<file path="src/design/bpve_pkg.sv">
`default_nettype none
package bpve_pkg;

   localparam int BPVE_PIX_W  = 10;
   localparam int BPVE_HALF_W = 9;
   localparam int BPVE_CTR_W  = 11;
   localparam int BPVE_DX_W   = 12;
   localparam int BPVE_SQ_W   = 20;
   localparam int BPVE_SQRT_IN_W = 52;
   localparam int BPVE_RQ_W   = 26;
   localparam int BPVE_INV_W  = 33;
   localparam int BPVE_Q_W    = 33;
   localparam int BPVE_PER_W  = 16;
   localparam int BPVE_OUT_W  = 32;

   localparam int IMAGE_ROWS_DEFAULT = 120;
   localparam int FRAC_BITS_DEFAULT  = 16;

   // focal length in tenths of mm times 100, and target size in mm times 1000
   localparam int LAT_SCALE   = 30400;
   localparam int LAT_SCALE_W = 15;
   localparam int AXIAL_SCALE = 100000;
   localparam int INV_NUM_SHIFT = 48;

   localparam logic [BPVE_PER_W-1:0] PERIOD_RESET = 16'd2000;

   function automatic logic [BPVE_OUT_W-1:0] sat_apply(input logic neg,
                                                        input logic [BPVE_Q_W-1:0] q);
      logic [BPVE_OUT_W-1:0] r;
      if (!neg) begin
         r = (q > BPVE_Q_W'(32'h7FFF_FFFF)) ? 32'h7FFF_FFFF : q[BPVE_OUT_W-1:0];
      end else begin
         r = (q > BPVE_Q_W'(32'h8000_0000)) ? 32'h8000_0000
                                             : (~q[BPVE_OUT_W-1:0]) + 32'd1;
      end
      return r;
   endfunction

endpackage
`default_nettype wire

</file>
<file path="src/design/bpve_sqrt.sv">
`default_nettype none
module bpve_sqrt
   import bpve_pkg::*;
#(
   parameter int IN_W   = BPVE_SQRT_IN_W,
   parameter int SIDE_W = 1
) (
   input  wire logic                clock,
   input  wire logic                reset,
   input  wire logic                in_valid,
   input  wire logic [IN_W-1:0]     in_value,
   input  wire logic [SIDE_W-1:0]   in_side,
   output logic                     out_valid,
   output logic [IN_W/2-1:0]        out_root,
   output logic [SIDE_W-1:0]        out_side
);

   localparam int OUT_W = IN_W / 2;

   logic              valid_ff [0:OUT_W];
   logic [IN_W:0]     rem_ff   [0:OUT_W];
   logic [IN_W:0]     res_ff   [0:OUT_W];
   logic [SIDE_W-1:0] side_ff  [0:OUT_W];

   always_ff @(posedge clock) begin
      if (reset) begin
         valid_ff[0] <= 1'b0;
      end else begin
         valid_ff[0] <= in_valid;
      end
      rem_ff[0]  <= (IN_W+1)'(in_value);
      res_ff[0]  <= '0;
      side_ff[0] <= in_side;
   end

   for (genvar k = 0; k < OUT_W; k++) begin : g_stage
      localparam logic [IN_W:0] BIT = (IN_W+1)'(1) << (IN_W - 2 - 2*k);
      logic [IN_W:0] trial;
      logic [IN_W:0] rem_in;
      logic [IN_W:0] res_in;

      always_comb begin
         trial = res_ff[k] + BIT;
         if (rem_ff[k] >= trial) begin
            rem_in = rem_ff[k] - trial;
            res_in = (res_ff[k] >> 1) + BIT;
         end else begin
            rem_in = rem_ff[k];
            res_in = res_ff[k] >> 1;
         end
      end

      always_ff @(posedge clock) begin
         if (reset) begin
            valid_ff[k+1] <= 1'b0;
         end else begin
            valid_ff[k+1] <= valid_ff[k];
         end
         rem_ff[k+1]  <= rem_in;
         res_ff[k+1]  <= res_in;
         side_ff[k+1] <= side_ff[k];
      end
   end

   assign out_valid = valid_ff[OUT_W];
   assign out_root  = res_ff[OUT_W][OUT_W-1:0];
   assign out_side  = side_ff[OUT_W];

endmodule
`default_nettype wire

</file>
<file path="config.mk">
export PLATFORM = sky130hd
export DESIGN_NAME = bpve_sqrt
export DESIGN_NICKNAME = d
export VERILOG_FILES = /design/src/design/bpve_pkg.sv /design/src/design/bpve_sqrt.sv
export SDC_FILE = /design/constraint.sdc
export NUM_CORES = 2
export LEC_CHECK = 0
export BUFFER_PORTS_ARGS = -buffer_cell sky130_fd_sc_hd__buf_2
export CORE_UTILIZATION = 35
export DETAILED_ROUTE_END_ITERATION = 10
export PLACE_DENSITY = 0.49
export SYNTH_ARGS = -nofsm -noshare
export SYNTH_HDL_FRONTEND = slang
export SYNTH_SLANG_ARGS = --single-unit
</file>
<file path="constraint.sdc">
create_clock -name clock -period 5.2 [get_ports clock]
set_input_delay 1.04 -clock clock [delete_from_list [all_inputs] [get_ports clock]]
set_output_delay 1.04 -clock clock [all_outputs]
set_load 0.03 [all_outputs]
</file>
==> results.txt <==
Sw power -> 13.0 mW
Sequential share of power -> 0.460
Logic gate share of total power -> 0.207
Largest family of logic cells by synthesized area -> simple AND/OR/NAND/NOR gates
Register area share after synthesis -> 0.548
Tmin final -> 4120 ps
Routed WL per cell -> 17.8 um
Initial antenna violation count -> 3
Total Routing Usage GR -> 0.175
Slew Viols, Final -> 0
CTS tree -> yes
H-tree depth -> 4
Routed Antenna Nets -> 0
Number of synthesized flops with an enable pin -> 0
CP Launch Type -> flop
Hold Slack -> 300 ps
Sw Ratio -> 0.313
Type of the worst setup path -> reg -> reg
Setup tns final -> 0 ps
Worst hold path class -> in -> reg
CP required -> 5750 ps
Rel. slew slack -> 0.139
Clk sinks -> 1782
Outcome -> completed
Yosys cell types -> 91
Post-synthesis compound-gate area fraction -> 0.110
FMAX -> 0.243 GHz
Worst slew pin tran -> 1270 ps
DIE HEIGHT -> 433 um
Power Internal -> 28.5 mW
Max stage delay on crit path -> 670 ps
Max Cap Viol -> 0
Crit path max-delay family -> simple AND/OR/NAND/NOR gates
Via density -> 4.80
Final net count -> 7040
Worst IR Drop VDD -> 349 uV
Initial DRC Count -> 2279
Vias -> 44357
CTS Hold Bufs -> 0
Initial Util -> 0.354
Final Hold Fails -> 0
Mapped cell area -> 0.0651 mm2
Total CTS buffers -> 187
Setup Fix Bufs, Post-CTS -> 0
Crit Path Max Fanout -> 20
CP arrival -> 4670 ps
Standard-cell rows -> 157
Final setup fails -> 0
Number of global-route vias before repair -> 44945
Static leakage -> 33.7 nW
Power density over the cells -> 552 mW/mm2
Cell breakdown of the critical path -> or4_1 > or4b_1 > nor3_2 > or4b_1 > nor3_2 > nand2_1 > nor2_2 > o21ai_0
Worst-path clk slew -> 60 ps
Clk_lat worst skew -> 830 ps
DP HPWL -> 128000 um
Synth-to-layout area growth -> 15.3%
Final Wtd Congestion -> 0.887
Port Buffers -> 83
Cells after Synth -> 6411
Crit-path slowest cell -> nor2_2
Worst Clk Skew -> 80.6 ps
DIE WIDTH -> 433 um
WP buf/inv -> 0
Root buffer cell -> clkbuf_16
Post-Synth Simple-Gate Area -> 0.151
CTS Buffer Depth -> 3
# DRC -> 0
Final WL -> 164000 um
Post-synthesis xor/xnor area fraction -> 0.0761
Clock power frac -> 0.332
Grt total ovfl -> 0
Resized cells post-CTS -> 0
Largest net degree at the start of global routing -> 48
Top_reg_cell synth -> dfxtp_1
Synth warn -> 0
Final critical-path share of the clock period -> 0.792
Post-synthesis adder-cell area fraction -> 0.0716
RSZ-0062 raised after global routing -> no
CP Capture Type -> flop
IO Pins -> 84
Syn Nets -> 6840
Asr flop ratio synth -> 0
Flops & latches, synth -> 1782
Share of cells above drive strength 1 -> 0.0782
Core Area -> 0.184 mm2
R2r setup slk -> 1080 ps
Synthesized area per cell -> 10.2 um2
DRT Pass-1 Iters -> 7
Post-synthesis mux area share -> 0.0102
Area of the die -> 0.188 mm2
First-pass GRT wire length -> 256000 um
-- per-layer routing --
metal | wire length [um] | up-vias | GRT usage
li1 | - | 22651 | -
met1 | 72600 | 20674 | 0.212
met2 | 80900 | 759 | 0.311
met3 | 5270 | 273 | 0.0258
met4 | 5390 | 0 | 0.0643
met5 | 0 | - | 0
-- metrics by stage --
stage / utilization / total power [mW] / instance area, um2 / worst slack, ps / cells
6_report: 0.408 / 41.4 / 75100 / 1080 / 9233
5_1_grt: 0.408 / 43.8 / 75100 / 860 / 9232
4_1_cts: 0.408 / 41.9 / 75100 / 1070 / 9231
3_5_place_dp: 0.372 / 27.9 / 68500 / 1120 / 8886
3_3_place_gp: 0.372 / 27.9 / 68500 / 1120 / 8886
2_1_floorplan: - / 24.8 / 65100 / 1910 / 6411
-- power by group through the flow --
stage                     sequential [mW]  clock, mW  combinational (mW)
after floorplan                      18.2          0                6.61
after global placement               19.4          0                8.53
after detailed placement             19.4          0                8.54
after CTS                            19.1       14.2                8.61
after global routing                 19.4       14.8                9.61
final                                19.1       13.8                8.58
-- synthesized netlist by cell type (93+ instances only) --
master / count / area share
nor3_1: 198 / 0.015
o21ai_0: 298 / 0.023
nand2_1: 422 / 0.024
a21oi_1: 365 / 0.028
a21o_1: 127 / 0.015
nand4_1: 93 / 0.0089
nor4_1: 201 / 0.019
xor2_1: 244 / 0.033
ha_1: 373 / 0.072
xnor2_1: 322 / 0.043
dfxtp_1: 1782 / 0.55
inv_1: 478 / 0.028
nand3_1: 100 / 0.0077
nor2_1: 403 / 0.023
-- placed cells by master (no fill, tap or decap), drive strengths merged, types with 81 or more instances in the layout --
cell	count
dfxtp	1782
inv	485
nand2	422
nor2	403
ha	373
a21oi	365
xnor2	322
o21ai	300
clkbuf	257
xor2	244
nor4	202
nor3	200
a21o	127
buf	106
nand3	100
nand4	93
nand2b	81
-- cells by family after synthesis --
group	count (synthesis)
multiplexers	60
other	1
adder cells (fa/ha/maj)	373
AND/OR/NAND/NOR	1901
XOR/XNOR	566
flip-flops	1782
AO/OA/AOI/OAI	1151
buffers and inverters	577
-- final timing paths --
| kind | startpoint | end | depth (start not counted) |
|---|---|---|---|
| setup reg to reg | rem_ff[19][43] | rem_ff[20][29] | 8 |
| hold reg to reg | side_ff[15] | side_ff[16] | 0 |
| setup / recovery | rem_ff[19][43] | rem_ff[20][29] | 8 |
| hold / removal | in_value[30] | rem_ff[0][30] | 1 |
-- flip-flops by register name, summed over array words and instances (netlist names) --
name	cells
valid_ff	27
rem_ff	1377
res_ff	351
side_ff	27
-- final cells by class --
cell class	instances	area, um2
fillers	17931	109000
flip-flops and latches	1782	35700
multi-input cells	4052	27400
clock buffers	257	5270
well taps	2464	3080
inverters	482	1810
clock inverters	88	1310
repair buffers	106	588
diodes	2	5.00
Note: power is estimated with default switching activity, not from simulation.
